$ cat src/hdl/sorted_multiset_table_assert.svh
// Assertion macros for the sorted multiset table.
// Included by the modules that check their own logic; uses their clock and reset ports.
`ifndef SORTED_MULTISET_TABLE_ASSERT_SVH
`define SORTED_MULTISET_TABLE_ASSERT_SVH

`ifndef SYNTHESIS
// property that must hold at every clock outside reset
`define SMT_ASSERT(lbl, prop) \
   lbl: assert property (@(posedge clock) disable iff (reset) (prop)) \
      else $error("sorted_multiset_table: assertion failed");
// antecedent in this cycle implies consequent in the next
`define SMT_ASSERT_NEXT(lbl, ante, cons) \
   lbl: assert property (@(posedge clock) disable iff (reset) (ante) |=> (cons)) \
      else $error("sorted_multiset_table: assertion failed");
`else
`define SMT_ASSERT(lbl, prop)
`define SMT_ASSERT_NEXT(lbl, ante, cons)
`endif

`endif

$ cat src/hdl/smt_pkg.sv
// Shared types and constants of the sorted multiset table.
// No dependencies; imported by smt_ctrl, smt_dpath and sorted_multiset_table.
package smt_pkg;

   localparam int DEPTH  = 16;
   localparam int DATA_W = 32;
   localparam int CNT_W  = $clog2(DEPTH + 1);
   localparam int IDX_W  = $clog2(DEPTH);
   localparam int POS_W  = 4;
   localparam int OCC_W  = 5;

   // request operation codes
   typedef enum logic [1:0] {
      OP_INSERT = 2'd0,
      OP_REMOVE = 2'd1,
      OP_DUMP   = 2'd2,
      OP_CLEAR  = 2'd3
   } req_kind_type;

   // result status codes
   typedef enum logic [2:0] {
      ST_INSERTED = 3'd0,
      ST_FULL     = 3'd1,
      ST_REMOVED  = 3'd2,
      ST_NOTFOUND = 3'd3,
      ST_ELEMENT  = 3'd4,
      ST_EMPTY    = 3'd5,
      ST_CLEARED  = 3'd6
   } status_code_type;

   typedef struct packed {
      req_kind_type              req_type;
      logic signed [DATA_W-1:0]  data_value;
   } req_word_type;

   typedef struct packed {
      status_code_type           status;
      logic signed [DATA_W-1:0]  item_value;
      logic [POS_W-1:0]          position;
      logic [OCC_W-1:0]          occupancy;
      logic                      last;
   } rsp_word_type;

   // controller to datapath
   typedef struct packed {
      logic load_req;
      logic exec;
      logic dump_next;
   } ctl_cmd_type;

   // datapath to controller
   typedef struct packed {
      logic rsp_last;
   } dp_status_type;

endpackage

$ cat src/hdl/smt_dpath.sv
// Datapath of the sorted multiset table: request latch, sorted cells, count, result word.
// Depends on smt_pkg and sorted_multiset_table_assert.svh.
`include "sorted_multiset_table_assert.svh"

module smt_dpath
   import smt_pkg::*;
(
   input  logic          clock,
   input  logic          reset,
   input  ctl_cmd_type   cmd,
   input  req_word_type  req_data,
   output dp_status_type status,
   output rsp_word_type  rsp_data
);

   req_word_type             req_ff;
   logic signed [DATA_W-1:0] entries_ff [DEPTH];
   logic signed [DATA_W-1:0] entries_in [DEPTH];
   logic [CNT_W-1:0]         count_ff, count_in;
   logic [IDX_W-1:0]         idx_ff, idx_in;
   rsp_word_type             rsp_ff, rsp_in;

   logic [DEPTH-1:0] in_use, lt_vec, eq_vec, at_or_after, seen_vec;
   logic             full, found;
   logic [IDX_W-1:0] rd_idx;
   logic             rd_last;

   // per-cell compares against the latched value
   always_comb begin
      for (int i = 0; i < DEPTH; i++) begin
         in_use[i]      = (CNT_W'(i) < count_ff);
         lt_vec[i]      = in_use[i] && ($signed(req_ff.data_value) < $signed(entries_ff[i]));
         eq_vec[i]      = in_use[i] && (req_ff.data_value == entries_ff[i]);
         // cell lies at or past the insert slot
         at_or_after[i] = !in_use[i] || lt_vec[i];
      end
   end

   // cells at or after the first equal entry
   for (genvar g = 0; g < DEPTH; g++) begin : g_seen
      assign seen_vec[g] = |eq_vec[g:0];
   end

   assign full  = (count_ff == CNT_W'(DEPTH));
   assign found = |eq_vec;

   // dump read port: first entry on execute, then the next one per taken word
   assign rd_idx  = cmd.exec ? '0 : idx_ff + IDX_W'(1);
   assign rd_last = ((CNT_W'(rd_idx) + CNT_W'(1)) == count_ff);

   // next cell contents: parallel shift up on insert, down on remove
   always_comb begin
      entries_in = entries_ff;
      if (cmd.exec && req_ff.req_type == OP_INSERT && !full) begin
         for (int i = 0; i < DEPTH; i++) begin
            if (at_or_after[i]) begin
               if (i == 0) begin
                  entries_in[i] = req_ff.data_value;
               end else if (!at_or_after[i-1]) begin
                  entries_in[i] = req_ff.data_value;
               end else begin
                  entries_in[i] = entries_ff[i-1];
               end
            end
         end
      end else if (cmd.exec && req_ff.req_type == OP_REMOVE) begin
         for (int i = 0; i < DEPTH - 1; i++) begin
            if (seen_vec[i]) begin
               entries_in[i] = entries_ff[i+1];
            end
         end
      end
   end

   // count and result word
   always_comb begin
      count_in = count_ff;
      idx_in   = idx_ff;
      rsp_in   = rsp_ff;
      if (cmd.exec) begin
         rsp_in.item_value = '0;
         rsp_in.position   = '0;
         rsp_in.last       = 1'b1;
         unique case (req_ff.req_type)
            OP_INSERT: begin
               if (full) begin
                  rsp_in.status = ST_FULL;
               end else begin
                  rsp_in.status = ST_INSERTED;
                  count_in      = count_ff + CNT_W'(1);
               end
            end
            OP_REMOVE: begin
               if (found) begin
                  rsp_in.status = ST_REMOVED;
                  count_in      = count_ff - CNT_W'(1);
               end else begin
                  rsp_in.status = ST_NOTFOUND;
               end
            end
            OP_DUMP: begin
               idx_in = rd_idx;
               if (count_ff == '0) begin
                  rsp_in.status = ST_EMPTY;
               end else begin
                  rsp_in.status     = ST_ELEMENT;
                  rsp_in.item_value = entries_ff[rd_idx];
                  rsp_in.last       = rd_last;
               end
            end
            OP_CLEAR: begin
               rsp_in.status = ST_CLEARED;
               count_in      = '0;
            end
            default: begin
               rsp_in.status = ST_CLEARED;
            end
         endcase
         rsp_in.occupancy = OCC_W'(count_in);
      end else if (cmd.dump_next) begin
         idx_in            = rd_idx;
         rsp_in.status     = ST_ELEMENT;
         rsp_in.item_value = entries_ff[rd_idx];
         rsp_in.position   = POS_W'(rd_idx);
         rsp_in.last       = rd_last;
         rsp_in.occupancy  = OCC_W'(count_ff);
      end
   end

   // payload registers
   always_ff @(posedge clock) begin
      if (cmd.load_req) begin
         req_ff <= req_data;
      end
      entries_ff <= entries_in;
      idx_ff     <= idx_in;
      rsp_ff     <= rsp_in;
   end

   // control state
   always_ff @(posedge clock) begin
      if (reset) begin
         count_ff <= '0;
      end else begin
         count_ff <= count_in;
      end
   end

   assign rsp_data        = rsp_ff;
   assign status.rsp_last = rsp_ff.last;

   `SMT_ASSERT(a_count_bound, count_ff <= CNT_W'(DEPTH))
   `SMT_ASSERT_NEXT(a_clear_empties, cmd.exec && req_ff.req_type == OP_CLEAR, count_ff == '0)

endmodule

$ cat src/hdl/smt_ctrl.sv
// Controller of the sorted multiset table: sequences accept, execute and result words.
// Depends on smt_pkg and sorted_multiset_table_assert.svh.
`include "sorted_multiset_table_assert.svh"

module smt_ctrl
   import smt_pkg::*;
(
   input  logic          clock,
   input  logic          reset,
   input  logic          req_valid,
   output logic          req_stall,
   output logic          rsp_valid,
   input  logic          rsp_stall,
   input  dp_status_type status,
   output ctl_cmd_type   cmd
);

   typedef enum logic [1:0] {
      S_IDLE,
      S_EXEC,
      S_SEND
   } state_type;

   state_type state_ff, state_in;

   // commands to the datapath
   assign cmd.load_req  = (state_ff == S_IDLE) && req_valid;
   assign cmd.exec      = (state_ff == S_EXEC);
   assign cmd.dump_next = (state_ff == S_SEND) && !rsp_stall && !status.rsp_last;

   assign req_stall = (state_ff != S_IDLE);
   assign rsp_valid = (state_ff == S_SEND);

   // next state
   always_comb begin
      state_in = state_ff;
      unique case (state_ff)
         S_IDLE: begin
            if (req_valid) begin
               state_in = S_EXEC;
            end
         end
         S_EXEC: begin
            state_in = S_SEND;
         end
         S_SEND: begin
            if (!rsp_stall && status.rsp_last) begin
               state_in = S_IDLE;
            end
         end
         default: begin
            state_in = S_IDLE;
         end
      endcase
   end

   always_ff @(posedge clock) begin
      if (reset) begin
         state_ff <= S_IDLE;
      end else begin
         state_ff <= state_in;
      end
   end

   `SMT_ASSERT_NEXT(a_accept_exec, req_valid && !req_stall, state_ff == S_EXEC)
   `SMT_ASSERT_NEXT(a_exec_send, state_ff == S_EXEC, state_ff == S_SEND)

endmodule

$ cat src/hdl/sorted_multiset_table.sv
// Top level of the sorted multiset table: controller plus datapath.
// Depends on smt_pkg, smt_ctrl and smt_dpath.
//
//   channel  | ports                               | word
//   request  | req_valid, req_stall, req_data      | req_word_type (req_type, data_value)
//   result   | rsp_valid, rsp_stall, rsp_data      | rsp_word_type (status .. last)
//
// Insert, remove and clear pass through accept, an execute step in which all
// cells compare and shift at once, and the result word.
// Dump sends one entry per cycle through the read mux, unless the result side stalls.
// Reset clears the entry count and the controller; cell contents need no reset.
// A stalled result word holds; a new request is taken only after the last word leaves.

module sorted_multiset_table
   import smt_pkg::*;
(
   input  logic         clock,
   input  logic         reset,
   input  logic         req_valid,
   output logic         req_stall,
   input  req_word_type req_data,
   output logic         rsp_valid,
   input  logic         rsp_stall,
   output rsp_word_type rsp_data
);

   ctl_cmd_type   cmd;
   dp_status_type status;

   smt_ctrl u_ctrl (
      .clock     (clock),
      .reset     (reset),
      .req_valid (req_valid),
      .req_stall (req_stall),
      .rsp_valid (rsp_valid),
      .rsp_stall (rsp_stall),
      .status    (status),
      .cmd       (cmd)
   );

   smt_dpath u_dpath (
      .clock    (clock),
      .reset    (reset),
      .cmd      (cmd),
      .req_data (req_data),
      .status   (status),
      .rsp_data (rsp_data)
   );

endmodule

$ cat config.mk
export PLATFORM = sky130hd
export DESIGN_NAME = sorted_multiset_table
export DESIGN_NICKNAME = d
export VERILOG_FILES = /design/src/hdl/smt_pkg.sv /design/src/hdl/smt_dpath.sv /design/src/hdl/smt_ctrl.sv /design/src/hdl/sorted_multiset_table.sv
export VERILOG_INCLUDE_DIRS = /design/src /design/src/hdl
export SDC_FILE = /design/constraint.sdc
export NUM_CORES = 2
export LEC_CHECK = 0
export BUFFER_PORTS_ARGS = -buffer_cell sky130_fd_sc_hd__clkbuf_2
export CAP_MARGIN = 20
export CORE_UTILIZATION = 55
export DETAILED_ROUTE_END_ITERATION = 6
export GPL_TIMING_DRIVEN = 1
export HOLD_SLACK_MARGIN = 0.03
export PLACE_DENSITY = 0.77
export SLEW_MARGIN = 20
export SYNTH_ARGS = -nofsm -noshare
export SYNTH_HDL_FRONTEND = slang
export SYNTH_SLANG_ARGS = --single-unit
export TNS_END_PERCENT = 20
$ cat constraint.sdc
create_clock -name clock -period 7 [get_ports clock]
set_clock_uncertainty 0.15 [all_clocks]
set_input_delay 0.7 -clock clock [delete_from_list [all_inputs] [get_ports clock]]
set_output_delay 0.7 -clock clock [all_outputs]
set_load 0.02 [all_outputs]
* Yosys cells after proc, flatten, opt, wreduce, memory -nomap -nowiden *
Index checks and enable logic that the tools add are counted.

storage, ports and cells
  bits of input ports = 38
  logic and storage cells = 303
  output and inout bits = 47
  register bits after elaboration = 602

cells by class
  bitwise operators = 1
  add/sub/neg operators = 4
  eq/ne operators = 41
  magnitude comparators = 33
  reductions and logical operators = 128
  mux-type cells = 70

operators with widths
  kind                  number
  $mux W32              49
  $mux W480             2
  $eq A32 B32 Y1        16
  $lt A32 B32 Y1        16
  $bmux W32 S4          1
  $mux W45              2
  $reduce_and A3 Y1     15
  $lt A4 B5 Y1 const A  8
  $logic_and A1 B1 Y1   39
  $reduce_bool A2 Y1    18
  $ne A2 B1 Y1 const B  16
  $lt A3 B5 Y1 const A  4
  $logic_not A1 Y1      19
  $logic_or A1 B1 Y1    16
  $mux W4               4
  $reduce_or A16 Y1     1
  $pmux W5 S3           1
  $reduce_or A15 Y1     1
  $reduce_or A14 Y1     1
  $reduce_or A13 Y1     1
  $pmux W3 S4           1
  $reduce_or A12 Y1     1
  $reduce_or A11 Y1     1
  $lt A1 B5 Y1 const A  2
  28 further kinds      42

* Logic depth before layout (Yosys ltp) *
  depth in word-level cells = 9
  gate-level depth with buffers = 13
  mapped depth without buffers = 10

* By module *
A second synthesis with hierarchy kept.

unflattened totals
  cells, all modules = 4918
  area total of the unflattened synthesis = 46429.5 um2

modules (own cells, without submodules)
  module     seq. area each (um2)  instances  area an instance (um2)  cells each
  smt_dpath  17927.2               1          46309.4                 4905
  smt_ctrl   40.0                  1          120.1                   13

* Worst setup path after synthesis *
Ideal clock, no wire load.

  kind = reg-to-reg
  from = register u_dpath.req_ff[17] in the netlist's numbering
  to = register u_dpath.entries_ff[160] in the netlist's numbering (enable)
  path slack = 1.369 ns
  data required time = 6.376 ns
  clock period less this slack = 5.631 ns
  data arrival time = 5.006 ns
  library setup time = 0.474 ns
  buffers on the path = 2
  cell stages (with the launch flop) = 11
  cells stage by stage = edfxtp_1 > ha_1 > a21o_1 > a21o_1 > a21o_1 > a2111oi_2 > o311a_1 > a21oi_1 > buf_2 > buf_1 > a221oi_1

between the ends
  word-level cells in the longest chain between the ends = 5
  elaborated cells on any way between the ends = 29
  those cells by class = order compare (1); eq/ne (12); reduce/logical (16)

ends and longest elaborated chain
  item                                                                 line                              RTL
  start, declared                                                      smt_dpath.sv:16                   req_word_type req_ff;
  start signal, assigned                                               smt_dpath.sv:133                  req_ff <= req_data;
  $lt A32 B32 Y1 or $eq A32 B32 Y1 (tied branches)                     smt_dpath.sv:32, smt_dpath.sv:33
  $logic_and A1 B1 Y1, on equally long branches                        smt_dpath.sv:32, smt_dpath.sv:33
  $logic_or A1 B1 Y1 or $reduce_or A11 Y1 (tied branches)              smt_dpath.sv:35, smt_dpath.sv:41
  $ne A2 B1 Y1 (no source line) or $reduce_bool A2 Y1 (tied branches)  -
  $reduce_and A3 Y1 (no source line) *                                 -
  end signal, assigned                                                 smt_dpath.sv:135                  entries_ff <= entries_in;
  end, declared                                                        smt_dpath.sv:17                   logic signed [DATA_W-1:0] entries_ff [DEPTH];

Every way passes the cells marked *; elsewhere a longest branch is shown, timed or not.
A chain may end at the register's enable or synchronous reset.

* Worst setup path in the final report *
  from = register u_dpath.req_ff[0] in the netlist's numbering
  to = register u_dpath.entries_ff[34] in the netlist's numbering (enable)

between the ends
  word-level cells in the longest chain between the ends = 5
  elaborated cells on any way between the ends = 37
  those cells by class = order compare (1); eq/ne (16); reduce/logical (20)

ends and longest elaborated chain
  item                                                                 line
  $lt A32 B32 Y1 or $eq A32 B32 Y1 (tied branches)                     smt_dpath.sv:32, smt_dpath.sv:33
  $logic_and A1 B1 Y1, on equally long branches                        smt_dpath.sv:32, smt_dpath.sv:33
  $logic_or A1 B1 Y1 or $reduce_or A15 Y1 (tied branches)              smt_dpath.sv:35, smt_dpath.sv:41
  $ne A2 B1 Y1 (no source line) or $reduce_bool A2 Y1 (tied branches)  -
  $reduce_and A3 Y1 (no source line) *                                 -

Marks and branches as above.

==> metrics.yaml <==
run_status: "finished with violations"
failing_checks: "DRC"
timing.setup.tns_ns: 0
chipWidth_um: 296
path_length_in_cells_of_the_critical_path: 12
post_synthesis_sequential_element_count: 602
mappedNetlistNets: 5668
globalRouteTotalUtil_pct: 38.2
endpoint_kind: "flip-flop"
critical_path.reg2reg.startpoint: "u_dpath.req_ff[0]"
max-clock-path-buffers: 3
timing.final.crit_period_ns: 5.04
final_cell_area_um2: 51300
max-slew-margin-rel_pct: 21.4
yosysTopAreaCell: "sky130_fd_sc_hd__edfxtp_1"
worst_ep_required_time_ns: 7.17
critPathLaunchType: "flip-flop"
post_drt_wl_per_cell_um: 27.5
setup_repair_after_global_routing_missed_its_margin: "no"
die_height_um: 296
timing.final.max_slew_violations: 0
grt_pass1_vias: 41100
die_area_um2: 87500
post_synth_inst_count: 5112
cts_made_buffers: 72
cts_tree: "done"
grt_remaining_overflow: 0
synth.yosys.seq_area_share_pct: 37.8
cts_root_buffer: "sky130_fd_sc_hd__clkbuf_16"
syn-cell-area_um2: 47500
setup_slack_ns: 1.96
total_power_mw: 9.13
via_count: 44500
cpPeakStageDelay_ns: 0.70
place_worst_setup_slack_ns: 2.10
min_delay_worst_endpoint: "u_dpath.req_ff[4]"
drtIter0Drc: 8005
async_sr_flop_fraction_pct: 0
wire_length_of_the_first_global_routing_pass_mm: 254
synth.area.top_cells: "sky130_fd_sc_hd__edfxtp_1 (37%), sky130_fd_sc_hd__ha_1 (14%), sky130_fd_sc_hd__o211ai_1 (5.8%)"
critical_path.max_fanout: 18
synthMostInstantiatedCell: "sky130_fd_sc_hd__edfxtp_1"
floorplan.core_area_um2: 85300
worstHoldPathType: "input pin to flip-flop"
floorplan.initialDensity_pct: 55.7
upper_clock_frequency_limit_mhz: 198
synth_commonest_cells: "sky130_fd_sc_hd__edfxtp_1 (591), sky130_fd_sc_hd__nand2_1 (567), sky130_fd_sc_hd__inv_1 (523), sky130_fd_sc_hd__ha_1 (518), sky130_fd_sc_hd__o211ai_1 (368)"
cellLeakagePower_nw: 21.0
worstPathArrival_ns: 5.21
ctsHoldBuffers: 0
clk_pin_slew_ns: 0.06
worstPathBufferInverterCount: 3
clk_latency_ns: 0.65
drive_gt1_share_pct: 7.30
detailedRoute.firstPassIterationCount: 7
timing.final.hold_violations: 0
most_numerous_cell_on_the_critical_path: "sky130_fd_sc_hd__buf_4"
synth_edf_count: 591
setup.worst_path.class: "flip-flop to flip-flop"
worstPathCellList: "inv_1 > ha_1 > nand3_1 > nor4_1 > nand4_1 > nand2_1 > nor3_2 > buf_4 > nand3b_1 > o21ai_0 > a21oi_4 > buf_4"
routed_wirelength_mm: 170
vdd_ir_drop_max_v: 0.000202
pin_count: 85
cts.sink_count: 602
postCtsSetupBuffers: 0
worst_setup_slack_for_register_to_register_paths_ns: 1.96
antenna_cells_inserted: 0
hold-path-cell-count: 1
areaGrowthSynthToFinish_pct: 7.97
buffer_ports.inserted: 84
grt_start_max_net_pins: 194
path_delay_family: "simple AND/OR/NAND/NOR gates"
critical_path.slowest_cell: "sky130_fd_sc_hd__a21oi_4"
worst_hold_startpoint: "req_data[4]"
final_antenna_net_count: 0
grt_antenna_before_repair: 1
finalCritPeriodShare_pct: 72.0
globalplace.congestion: 0.997
nets_final: 5541
power_per_cell_area_nw_per_um2: 178
r2r-end: "u_dpath.entries_ff[34]"
synth_largest_type_area_fraction_pct: 37.4
yosys_warnings: 0
post_drt_via_cell_ratio: 7.19
htree_num_levels: 3
dpl_cell_area_um2: 49000
placementRows: 107
synth_ff_type: "sky130_fd_sc_hd__edfxtp_1"
post_cts_gate_resize_count: 0
syn-mean-instance-area_um2: 9.29
report.final.setup_viol: 0
ff2ff_path_depth: 12
worst_max_slew_pin_slew_ns: 1.17
synth.lib_cells_used.distinct: 92
max_cap_violations: 0
drcViolationCount: 39
fill_cells: 7245
post-dp-hpwl_mm: 121
metal layers:
layer	share of wire (%)	wire, µm	up-vias	GRT usage [%]
met2	42	71900	3598	56.2
met4	5.2	8850	2	18.7
met3	14	24600	520	9.98
li1	-	-	19400	-
met1	38	64400	21000	51.9
met5	0.054	91	-	0.776
power breakdown:
part	leakage, nW	total [mW]	internal [mW]	switching (mW)
combinational	14.4	1.37	0.432	0.937
sequential	5.46	4.05	4.00	0.0514
clock	1.09	3.71	2.10	1.61
worst max-delay path by stage:
stage                        startpoint                       to  slack [ns]
floorplan            u_dpath.req_ff[17]  u_dpath.entries_ff[160]        1.37
global placement      u_dpath.req_ff[0]   u_dpath.entries_ff[60]        2.22
detailed placement    u_dpath.req_ff[9]   u_dpath.entries_ff[60]        2.10
CTS                   u_dpath.req_ff[9]   u_dpath.entries_ff[34]        2.06
global route        u_dpath.count_ff[1]  u_dpath.entries_ff[278]        1.89
finish                u_dpath.req_ff[0]   u_dpath.entries_ff[34]        1.96
cell type report:
cell class | count | area, µm² | share of cell area [%]
Multi-Input combinational cell | 3580 | 26200 | 51.2
Sequential cell | 602 | 18000 | 35.0
Clock buffer | 93 | 1990 | 3.88
Inverter | 527 | 1980 | 3.87
Tap cell | 1144 | 1430 | 2.79
Timing Repair Buffer | 202 | 1430 | 2.79
Clock inverter | 34 | 231 | 0.451
cell usage in the layout, fill, tap and decap left out, types with 9 or more instances in the layout:
cell and count:
sky130_fd_sc_hd__nand2_1 564, sky130_fd_sc_hd__ha_1 518, sky130_fd_sc_hd__o221ai_1 62, sky130_fd_sc_hd__a221o_1 99
sky130_fd_sc_hd__and2_1 34, sky130_fd_sc_hd__nor2_1 82, sky130_fd_sc_hd__o21ai_0 189, sky130_fd_sc_hd__and3_1 9
sky130_fd_sc_hd__nand4_1 218, sky130_fd_sc_hd__buf_4 110, sky130_fd_sc_hd__a21o_1 141, sky130_fd_sc_hd__o211a_1 128
sky130_fd_sc_hd__clkbuf_16 77, sky130_fd_sc_hd__a311oi_1 98, sky130_fd_sc_hd__o21ai_1 65, sky130_fd_sc_hd__clkbuf_1 16
sky130_fd_sc_hd__a21oi_1 175, sky130_fd_sc_hd__a31oi_1 42, sky130_fd_sc_hd__mux2_1 29, sky130_fd_sc_hd__clkbuf_2 84
sky130_fd_sc_hd__nor2b_1 34, sky130_fd_sc_hd__nand2b_1 12, sky130_fd_sc_hd__nor3_1 149, sky130_fd_sc_hd__nand3_1 202
sky130_fd_sc_hd__clkinv_2 12, sky130_fd_sc_hd__dfxtp_1 11, sky130_fd_sc_hd__o211ai_1 368, sky130_fd_sc_hd__mux2i_1 64
sky130_fd_sc_hd__edfxtp_1 591, sky130_fd_sc_hd__a211o_1 9, sky130_fd_sc_hd__clkinv_1 18, sky130_fd_sc_hd__o2111ai_1 35
sky130_fd_sc_hd__nor4_1 19, sky130_fd_sc_hd__xnor2_1 9, sky130_fd_sc_hd__a211oi_1 55, sky130_fd_sc_hd__o21a_1 22
sky130_fd_sc_hd__inv_1 523
stage by stage:
stage          hold slack (ns)  utilization, %  cells
6_report                0.0785            60.1   6182
2_1_floorplan            0.372               -   5112
3_5_place_dp             0.327            57.5   6053
4_1_cts                 0.0724            60.1   6180
5_1_grt                 0.0678            60.1   6182
3_3_place_gp             0.326            57.4   6052
worst register-to-register path, delay by kind of cell (launching register included):
family / cells / cell delay (ns)
adder cells (fa/ha/maj): 1 / 0.50
flip-flops: 1 / 0.53
AND/OR/NAND/NOR: 6 / 1.55
buffers and inverters: 3 / 1.13
AO/OA/AOI/OAI: 2 / 0.86
cells by family after synthesis:
group | share of synthesized area (%)
AO/OA/AOI/OAI | 24.5
multiplexers | 2.20
XOR/XNOR | 0.203
buffers and inverters | 7.65
adder cells (fa/ha/maj) | 13.6
flip-flops | 37.8
AND/OR/NAND/NOR | 14.0
flip-flops by register name, summed over array words and instances, names as in the netlist:
register and count:
u_ctrl.state_ff 2, u_dpath.req_ff 34, u_dpath.status 1, u_dpath.idx_ff 4
u_dpath.count_ff 5, u_dpath.rsp_data 44, u_dpath.entries_ff 512
(Power assumes the default switching activity.)
